$ cat src/bz2_pkg.sv
// ----------------------------------------------------------------------------
// bz2_pkg
// Types and constants shared by the 2x bilinear zoom modules.
// ----------------------------------------------------------------------------
package bz2_pkg;

    localparam int PIX_W    = 8;
    localparam int COORD_W  = 11;
    localparam int CFG_W    = 11;
    localparam int PDATA_W  = 32;
    localparam int PADDR_W  = 3;
    localparam int TDATA_W  = 32;
    localparam int SIZE_RST = 1024;

    // Register index taken from paddr[2].
    localparam logic REG_ROWS = 1'b0;
    localparam logic REG_COLS = 1'b1;

    // Which of the up to four output pixels is being produced.
    typedef enum logic [3:0] {
        KIND_SELF   = 4'b0001,
        KIND_LEFT   = 4'b0010,
        KIND_UP     = 4'b0100,
        KIND_CORNER = 4'b1000
    } kind_t;

    // One input pixel with its neighbors, ready for the result sequencer.
    typedef struct packed {
        logic [PIX_W-1:0]   pix;
        logic [PIX_W-1:0]   left;
        logic [PIX_W-1:0]   above;
        logic [PIX_W-1:0]   upleft;
        logic [COORD_W-1:0] orow;
        logic [COORD_W-1:0] ocol;
        logic               has_left;
        logic               has_up;
        logic               frame_last;
    } job_t;

endpackage

$ cat src/bz2_emit.sv
// ----------------------------------------------------------------------------
// bz2_emit
// Holds one pixel job and sends its one to four results through an
// output register, one word per cycle while m_tready is high.
// ----------------------------------------------------------------------------
module bz2_emit (
    input  logic                          clk,
    input  logic                          rst_n,
    input  logic                          job_valid,
    input  bz2_pkg::job_t                 job,
    output logic                          job_take,
    output logic                          m_tvalid,
    input  logic                          m_tready,
    output logic [bz2_pkg::TDATA_W-1:0]   m_tdata,   // out_row, out_col, out_value, zero pad
    output logic                          m_tlast,   // run_last
    output logic                          m_tuser    // frame_done
);
    import bz2_pkg::*;

    job_t                job_reg;
    logic                busy_reg, busy_next;
    kind_t               kind_reg, kind_next;
    logic                mvalid_reg;
    logic [COORD_W-1:0]  row_reg;
    logic [COORD_W-1:0]  col_reg;
    logic [PIX_W-1:0]    val_reg;
    logic                last_reg;
    logic                done_reg;

    logic                out_load;
    logic                emit;
    logic                last;
    kind_t               kind_after;
    logic [PIX_W:0]      sum_left;
    logic [PIX_W:0]      sum_up;
    logic [PIX_W+1:0]    sum_all;
    logic [PIX_W-1:0]    val;
    logic [COORD_W-1:0]  row;
    logic [COORD_W-1:0]  col;

    assign out_load = !mvalid_reg || m_tready;
    assign emit     = busy_reg && out_load;

    always_comb
    begin
        kind_after = KIND_SELF;
        last       = 1'b1;
        case (kind_reg)
            KIND_SELF:
            begin
                if (job_reg.has_left)
                begin
                    kind_after = KIND_LEFT;
                    last       = 1'b0;
                end
                else if (job_reg.has_up)
                begin
                    kind_after = KIND_UP;
                    last       = 1'b0;
                end
            end
            KIND_LEFT:
            begin
                if (job_reg.has_up)
                begin
                    kind_after = KIND_UP;
                    last       = 1'b0;
                end
            end
            KIND_UP:
            begin
                if (job_reg.has_left)
                begin
                    kind_after = KIND_CORNER;
                    last       = 1'b0;
                end
            end
            KIND_CORNER:
            begin
                last = 1'b1;
            end
            default:
            begin
                last = 1'b1;
            end
        endcase
    end

    assign sum_left = {1'b0, job_reg.left} + {1'b0, job_reg.pix};
    assign sum_up   = {1'b0, job_reg.above} + {1'b0, job_reg.pix};
    assign sum_all  = {1'b0, sum_left} + {2'b00, job_reg.above} + {2'b00, job_reg.upleft};

    always_comb
    begin
        val = job_reg.pix;
        row = job_reg.orow;
        col = job_reg.ocol;
        case (kind_reg)
            KIND_SELF:
            begin
                val = job_reg.pix;
            end
            KIND_LEFT:
            begin
                val = sum_left[PIX_W:1];
                col = job_reg.ocol - COORD_W'(1);
            end
            KIND_UP:
            begin
                val = sum_up[PIX_W:1];
                row = job_reg.orow - COORD_W'(1);
            end
            KIND_CORNER:
            begin
                val = sum_all[PIX_W+1:2];
                row = job_reg.orow - COORD_W'(1);
                col = job_reg.ocol - COORD_W'(1);
            end
            default:
            begin
                val = job_reg.pix;
            end
        endcase
    end

    // A new job enters when the slot is empty or its last word leaves now.
    assign job_take = job_valid && (!busy_reg || (emit && last));

    always_comb
    begin
        busy_next = busy_reg;
        kind_next = kind_reg;
        if (job_take)
        begin
            busy_next = 1'b1;
            kind_next = KIND_SELF;
        end
        else if (emit)
        begin
            busy_next = !last;
            kind_next = last ? KIND_SELF : kind_after;
        end
    end

    always_ff @(posedge clk or negedge rst_n)
    begin
        if (!rst_n)
        begin
            busy_reg   <= 1'b0;
            kind_reg   <= KIND_SELF;
            mvalid_reg <= 1'b0;
        end
        else
        begin
            busy_reg <= busy_next;
            kind_reg <= kind_next;
            if (out_load)
            begin
                mvalid_reg <= emit;
            end
        end
    end

    always_ff @(posedge clk)
    begin
        if (job_take)
        begin
            job_reg <= job;
        end
        if (emit)
        begin
            row_reg  <= row;
            col_reg  <= col;
            val_reg  <= val;
            last_reg <= last;
            done_reg <= last && job_reg.frame_last;
        end
    end

    assign m_tvalid = mvalid_reg;
    assign m_tdata  = TDATA_W'({val_reg, col_reg, row_reg});
    assign m_tlast  = last_reg;
    assign m_tuser  = done_reg;

endmodule

$ cat config.mk
export PLATFORM = sky130hd
export DESIGN_NAME = bz2_emit
export DESIGN_NICKNAME = d
export VERILOG_FILES = /design/src/bz2_pkg.sv /design/src/bz2_emit.sv
export SDC_FILE = /design/constraint.sdc
export NUM_CORES = 1
export LEC_CHECK = 0
export BUFFER_PORTS_ARGS = -buffer_cell sky130_fd_sc_hd__buf_4
export CORE_UTILIZATION = 55
export DETAILED_ROUTE_END_ITERATION = 7
export GPL_TIMING_DRIVEN = 0
export HOLD_SLACK_MARGIN = 0.03
export PLACE_DENSITY = 0.78
export SLEW_MARGIN = 10
export SYNTH_ARGS = -nofsm -noshare
export SYNTH_HDL_FRONTEND = slang
export SYNTH_SLANG_ARGS = --single-unit
$ cat constraint.sdc
create_clock -name clk -period 4.3 [get_ports clk]
set_input_delay 0.43 -clock clk [delete_from_list [all_inputs] [get_ports clk]]
set_output_delay 0.43 -clock clk [all_outputs]
set_load 0.01 [all_outputs]
==> summary.txt, run 1 <==
Outcome
  – Status: finished, final reports clean

Hold path
  – Hold_sp: job[36]
  – Hold WC Path Type: in -> reg

Logic synthesis
  – Ys flop type: edfxtp_1
  – Yosys cell types: 53
  – Synth Warn #: 0
  – Sequential share of the synthesized area: 60.07%
  – Post-Synthesis Cell Area: 4701 µm²
  – Async S/R FF share, synth: 6.316%
  – EDFF count, synth: 89
  – Post-Syn Instances: 347
  – Synth Area per Inst: 13.55 µm²
  – Number of synthesized register bits: 95

Flow run
  – Max-Cap Viols: 0

Worst setup path
  – WP buf/inv: 1
  – Delay-heaviest family, CP: compound AO/OA/AOI/OAI gates
  – Max stage delay cell, worst path: edfxtp_1
  – Crit Path Class: reg -> reg
  – CP cell instances: ha_1 -> a211oi_1 -> o21bai_1 -> a2111oi_0 -> nor2_1 -> xnor2_1 -> inv_1 -> fa_1 -> ha_1 -> a21oi_1 -> o21ai_0 -> a222oi_1 -> o211ai_1
  – R2r startpoint: job_reg[50]
  – Arrival time at the worst endpoint: 4.12 ns
  – Slowest stage delay, CP: 0.51 ns
  – Largest fanout on the critical path: 5
  – Most Frequent Cell on Critical Path: ha_1
  – Crit path capture type: flip-flop
  – Crit path from: job_reg[50]
  – CP required: 4.40 ns
  – CP Launch Type: flip-flop

Timing
  – Relative slew slack: 42.83%
  – Min Tclk post-route: 4.021 ns
  – Final Setup Violations: 0
  – Setup TNS: 0 ns
  – Max Freq: 248.7 MHz
  – Worst-margin pin slew: 0.8538 ns
  – RSZ-0062 raised after global routing: false
  – Period utilization: 93.50%
  – Max-slew violation total from the final report: 0
  – Final Hold Viols: 0
  – Clock Skews: 0.006205 ns

Placement
  – PortBufs: 94
  – Gpl congestion: 0.8517
  – Post-DP HPWL: 6797 µm

Drt
  – Pre-antenna DRT Iters: 5
  – Post-DRT Antenna Nets: 0
  – Routed WL: 8799 µm
  – Routed vias: 3107
  – Initial drt markers: 175
  – Drt wl/cell: 15.52 µm
  – Vias per cell: 5.480
  – DRC errors left: 0

Pwr
  – Overall power consumption: 3593 µW
  – PD cells: 618.5 nW/µm²
  – P_leak: 0.002328 µW
  – Max VDD drop: 0.2805 mV

Die
  – Die H: 94.45 µm
  – IO Count: 97
  – DIE WIDTH: 94.45 µm
  – # rows: 33
  – Core ar.: 8258 µm²
  – Starting Density: 56.92%
  – DIE AREA: 8921 µm²

GRT
  – M2 GR Usage: 36.29%
  – Overflow after GRT: 0
  – GRT Resource Usage Total: 21.54%
  – GR peak layer: met2
  – Met1 Use GR: 27.00%
  – Initial antenna violation count: 0
  – Vias in the first global route: 3092
  – Largest net degree at the start of global routing: 32
  – GR Util met3: 4.831%
  – Global-route wire length before repair: 14350 µm

Layout
  – Area grow syn2layout: 23.56%
  – Commonest non-fill, non-tap cells in the layout: buf_4 (99), edfxtp_1 (89), ha_1 (25), xnor2_1 (23), inv_1 (22)
  – Commonest non-fill, non-tap cell in the layout: buf_4
  – Fillers: 598
  – Final #Nets: 553
  – Layout cells sized above 1: 26.62%
  – Antenna Cells: 0
  – Max reg flops: 57

CTS
  – Clk buf depth: 2
  – Postcts setup bufs: 0
  – Clock transition at the registers of the reported paths: 0.09 ns
  – Total CTS buffers: 9
  – H-tree levels: 3
  – Clock root buffer: clkbuf_8
  – Clock Sinks: 95
  – CTS tree: done
  – Clock Latency Late Sink: 0.36 ns
==> logic make-up after synthesis <==
logic type               count (synthesis)  synth area share [%]
flip-flops                              95                 60.07
AND/OR/NAND/NOR                         80                 9.023
AO/OA/AOI/OAI                           70                 10.33
adder cells (fa/ha/maj)                 35                 10.91
XOR/XNOR                                35                 6.521
buffers and inverters                   29                 2.635
multiplexers                             2                0.4259
other                                    1               0.07977
==> per-stage QoR <==
| stage | utilization (%) | setup slack [ns] | cells | hold slack (ns) | area, µm² |
|---|---|---|---|---|---|
| floorplan | - | 0.7691 | 348 | 0.1344 | 4705 |
| global placement | 67.11 | 0.1647 | 547 | 0.2393 | 5542 |
| detailed placement | 67.86 | 0.3106 | 550 | 0.2414 | 5604 |
| CTS | 70.33 | 0.2643 | 567 | 0.2216 | 5808 |
| global route | 70.33 | 0.01233 | 567 | 0.2191 | 5808 |
| finish | 70.33 | 0.2795 | 567 | 0.2342 | 5808 |
==> synthesized netlist by cell type, types with 4 or more instances <==
cell type  number  area, µm²
inv_1          22      82.58
edfxtp_1       89       2673
a211oi_1        5      37.54
o211ai_1        6      45.04
o21ai_0        16      80.08
ha_1           25      312.8
dfrtp_1         5      125.1
and2_1          4      25.02
buf_4           4      30.03
nand2b_1        4      25.02
nor2_1         17      63.81
nand2_1        20      75.07
nor2b_1         4      25.02
nor4_1          4      25.02
xnor2_1        23      201.4
a21oi_1        12      60.06
nor3_1          9      45.04
xor2_1         12      105.1
fa_1           10      200.2
==> timing repair <==
item                      in CTS  in global routing
hold endpoints to repair       6                  0
resized for setup              0                  0
hold buffers                   1                  0
==> metal layers <==
metal	vias up	part of all wire (%)
li1	1518	-
met1	1477	40
met2	98	51
met3	14	6.4
met4	0	2.0
met5	-	0
==> power breakdown <==
part,switching (µW),total (µW),internal (µW)
Combinational,880,1570,695
Sequential,118,1440,1320
Clock,308,578,270
==> layout make-up <==
cell class              instances  area, µm²  area share, %
clock inverters                 7      70.07          1.206
plain buffers                   7      41.29         0.7109
flip-flops and latches         95       2824          48.62
repair buffers                 98      763.2          13.14
multi-input cells             224       1772          30.50
inverters                      22      82.58          1.422
clock buffers                   9      123.9          2.133
well taps                     105      131.4          2.262
==> worst paths after layout <==
kind,endpoint,slack [ns],cells past startpoint
max reg2reg,val_reg[6],0.28,13
max in group asynchronous,kind_reg[0],3.70,2
min reg2reg,m_tvalid,0.54,2
max,val_reg[6],0.28,13
min in group asynchronous,kind_reg[1],0.40,2
min,job_reg[36],0.23,1
Power figures use the tool's default switching activity.
==> inputs of run 2 (changes only) <==
- CELL_PAD_IN_SITES_DETAIL_PLACEMENT: default -> 1
- CELL_PAD_IN_SITES_GLOBAL_PLACEMENT: default -> 1
- CORE_ASPECT_RATIO: default -> 0.6
- CORE_UTILIZATION: 55 -> 44
- PLACE_DENSITY: 0.78 -> 0.77
==> summary.txt, run 2 (same netlist as run 1, synthesis figures left out) <==
Placement
  – Gpl congestion: 0.8268 (-2.9%)
  – PortBufs: 94 (unchanged)
  – Post-DP HPWL: 7990 µm (+18%)
  – Pre-CTS setup slack: 0.1523 ns (-0.1583 ns)

Layout
  – Max reg flops: 57 (unchanged)
  – Commonest non-fill, non-tap cell in the layout: buf_4
  – Layout cells sized above 1: 26.84% (+0.22 points)
  – Fillers: 1019 (+70%)
  – Area grow syn2layout: 27.50%
  – Final #Nets: 553 (unchanged)
  – Antenna Cells: 0 (unchanged)
  – Commonest non-fill, non-tap cells in the layout: buf_4 (100), edfxtp_1 (89), ha_1 (25), inv_1 (22), xnor2_1 (22)

Timing
  – Period utilization: 93.17% (-0.33 points)
  – Final Setup Violations: 0 (unchanged)
  – Final Hold Viols: 0 (unchanged)
  – Worst-margin pin slew: 0.9512 ns (+0.09739 ns)
  – Max Freq: 249.6 MHz (+0.35%)
  – Max-slew violation total from the final report: 0 (unchanged)
  – Relative slew slack: 36.31% (-6.5 points)
  – PnR worst setup slack: 0.2935 ns (+0.01407 ns)
  – RSZ-0062 raised after global routing: false
  – Setup TNS: 0 ns (unchanged)
  – Clock Skews: 0.007274 ns (+0.001070 ns)
  – Min Tclk post-route: 4.006 ns (-0.01407 ns)

Die
  – Die H: 82.07 µm (-13%)
  – DIE WIDTH: 135.4 µm (+43%)
  – IO Count: 97 (unchanged)
  – Starting Density: 46.43% (-10 points)
  – # rows: 28 (-15%)
  – DIE AREA: 11110 µm² (+25%)
  – Core ar.: 10120 µm² (+23%)

Drt
  – DRC errors left: 0 (unchanged)
  – Pre-antenna DRT Iters: 4 (-1)
  – Initial drt markers: 276 (+58%)
  – Routed vias: 3160 (+1.7%)
  – Drt wl/cell: 18.41 µm (+19%)
  – Post-DRT Antenna Nets: 0 (unchanged)
  – Routed WL: 10990 µm (+25%)
  – Vias per cell: 5.293 (-3.4%)

Worst setup path
  – Worst R2R End: val_reg[6]
  – Crit path capture type: flip-flop
  – FF-to-FF path depth: 13 (unchanged)
  – Reg-to-reg setup timing slack: 0.29 ns (about the same)
  – Max stage delay cell, worst path: a2111oi_1
  – CP cell instances: ha_1 -> a211oi_1 -> o21bai_1 -> a2111oi_1 -> nor2_1 -> xnor2_2 -> inv_1 -> fa_1 -> ha_1 -> a21oi_1 -> o21ai_0 -> a222oi_1 -> o211ai_1
  – CP Launch Type: flip-flop
  – Most Frequent Cell on Critical Path: ha_1
  – Slowest stage delay, CP: 0.44 ns (-0.07 ns)
  – Crit Path Class: reg -> reg
  – Largest fanout on the critical path: 3 (-2)
  – CP required: 4.38 ns (-0.02 ns)
  – Arrival time at the worst endpoint: 4.08 ns (-0.04 ns)
  – R2r startpoint: job_reg[50]

Pwr
  – Sequential power share: 35.8% (-4.3 points)
  – P_leak: 0.002392 µW (+2.8%)
  – Sw frac: 35.53% (-0.82 points)
  – Internal: 2598 µW (+14%)
  – Combinational share of power: 41.1% (-2.7 points)
  – Sw Pwr: 1432 µW (+9.6%)
  – PD cells: 672.3 nW/µm² (+8.7%)
  – Clock share of power: 23.0% (+6.9 points)
  – Max VDD drop: 0.2681 mV (-4.4%)

CTS
  – Clock root buffer: clkbuf_16
  – CTS tree: done
  – H-tree levels: 3 (unchanged)
  – Clock transition at the registers of the reported paths: 0.07 ns (-0.02 ns)
  – Clk buf depth: 2 (unchanged)
  – Total CTS buffers: 9 (unchanged)
  – Clock Sinks: 95 (unchanged)
  – Clock Latency Late Sink: 0.35 ns (about the same)

Outcome
  – Status: finished, final reports clean

Flow run
  – Max-Cap Viols: 0 (unchanged)

GRT
  – GRT Resource Usage Total: 20.99% (-0.55 points)
  – Largest net degree at the start of global routing: 59 (+84%)
  – Met1 Use GR: 28.36% (+1.4 points)
  – Overflow after GRT: 0 (unchanged)
  – Vias in the first global route: 3290 (+6.4%)
  – GR Util met3: 5.247% (+0.42 points)
  – GR peak layer: met2
  – Global-route wire length before repair: 17040 µm (+19%)
  – Initial antenna violation count: 0 (unchanged)
  – M2 GR Usage: 34.00% (-2.3 points)

Hold path
  – Hold WC Path Type: in -> reg
  – Worst Hold Path Cells: 1 (unchanged)
  – Hold_sp: job[40]
  – Hold Path Sink: job_reg[40]
run 2: changes by cell type in the layout (fill, tap and decap cells not counted), moves of 2 or more:
| cell | delta |
|---|---|
| clkbuf_16 | +9 |
| clkbuf_8 | -9 |
| bufinv_16 | +2 |
| clkinv_2 | -2 |
run 2: layer usage:
metal / vias up / share of wire [%] / wire length, µm
met3: 13 / 5.7 / 625
met2: 93 / 45 / 4959
met5: - / 0 / 0
met4: 0 / 1.1 / 116
li1: 1514 / - / -
met1: 1540 / 48 / 5286
run 2: critical path: cells and delay by family (launching register included):
family	cells	cell delay, ns
simple gates	1	0.14
flops	1	0.43
compound gates	7	1.80
buf+inv	1	0.07
fa+ha+maj	3	1.12
xor+xnor	1	0.19
run 2: power by group through the flow:
stage	clock [µW]	combinational (µW)	sequential, µW
finish	929	1660	1440
CTS	942	1650	1450
global placement	0	1540	1470
floorplan	0	1030	1490
global route	971	1840	1470
detailed placement	0	1620	1460
run 2: cell type report:
type	count	area [µm²]	area share (%)
clock inverters	6	115.1	1.921
plain buffers	7	41.29	0.6889
clock buffers	10	229.0	3.820
inverters	22	82.58	1.378
repair buffers	98	750.7	12.53
multi-input cells	224	1782	29.73
well taps	135	168.9	2.818
flip-flops and latches	95	2824	47.12
run 2: what timing repair did:
| item | in CTS | in global routing |
|---|---|---|
| setup buffers | 0 | 1 |
| endpoints found under the setup margin | 0 | 2 |
| hold buffers | 1 | 0 |
| resized for setup | 0 | 2 |
| hold endpoints to repair | 5 | 0 |
run 2: worst max path at each step:
stage | slack, ns | start | end | depth (start not counted)
after floorplan | 0.77 | job_reg[50] | val_reg[6] | 13
after global placement | 0.009 | kind_reg[0] | job_take | 8
after detailed placement | 0.15 | job_reg[50] | val_reg[6] | 13
after CTS | 0.12 | job_reg[50] | val_reg[6] | 13
after global routing | 0.01 | job_reg[50] | val_reg[6] | 13
final | 0.29 | job_reg[50] | val_reg[6] | 13
run 2: through the flow:
stage	power [µW]	hold WS [ns]	instance area, µm²	util, %	cells
2_1_floorplan	2526	0.1344	4705	-	348
3_3_place_gp	3009	0.2427	5579	55.10	577
3_5_place_dp	3081	0.2426	5623	55.54	579
4_1_cts	4039	0.2481	5977	59.03	596
5_1_grt	4282	0.2464	5993	59.19	597
6_report	4029	0.2550	5993	59.19	597
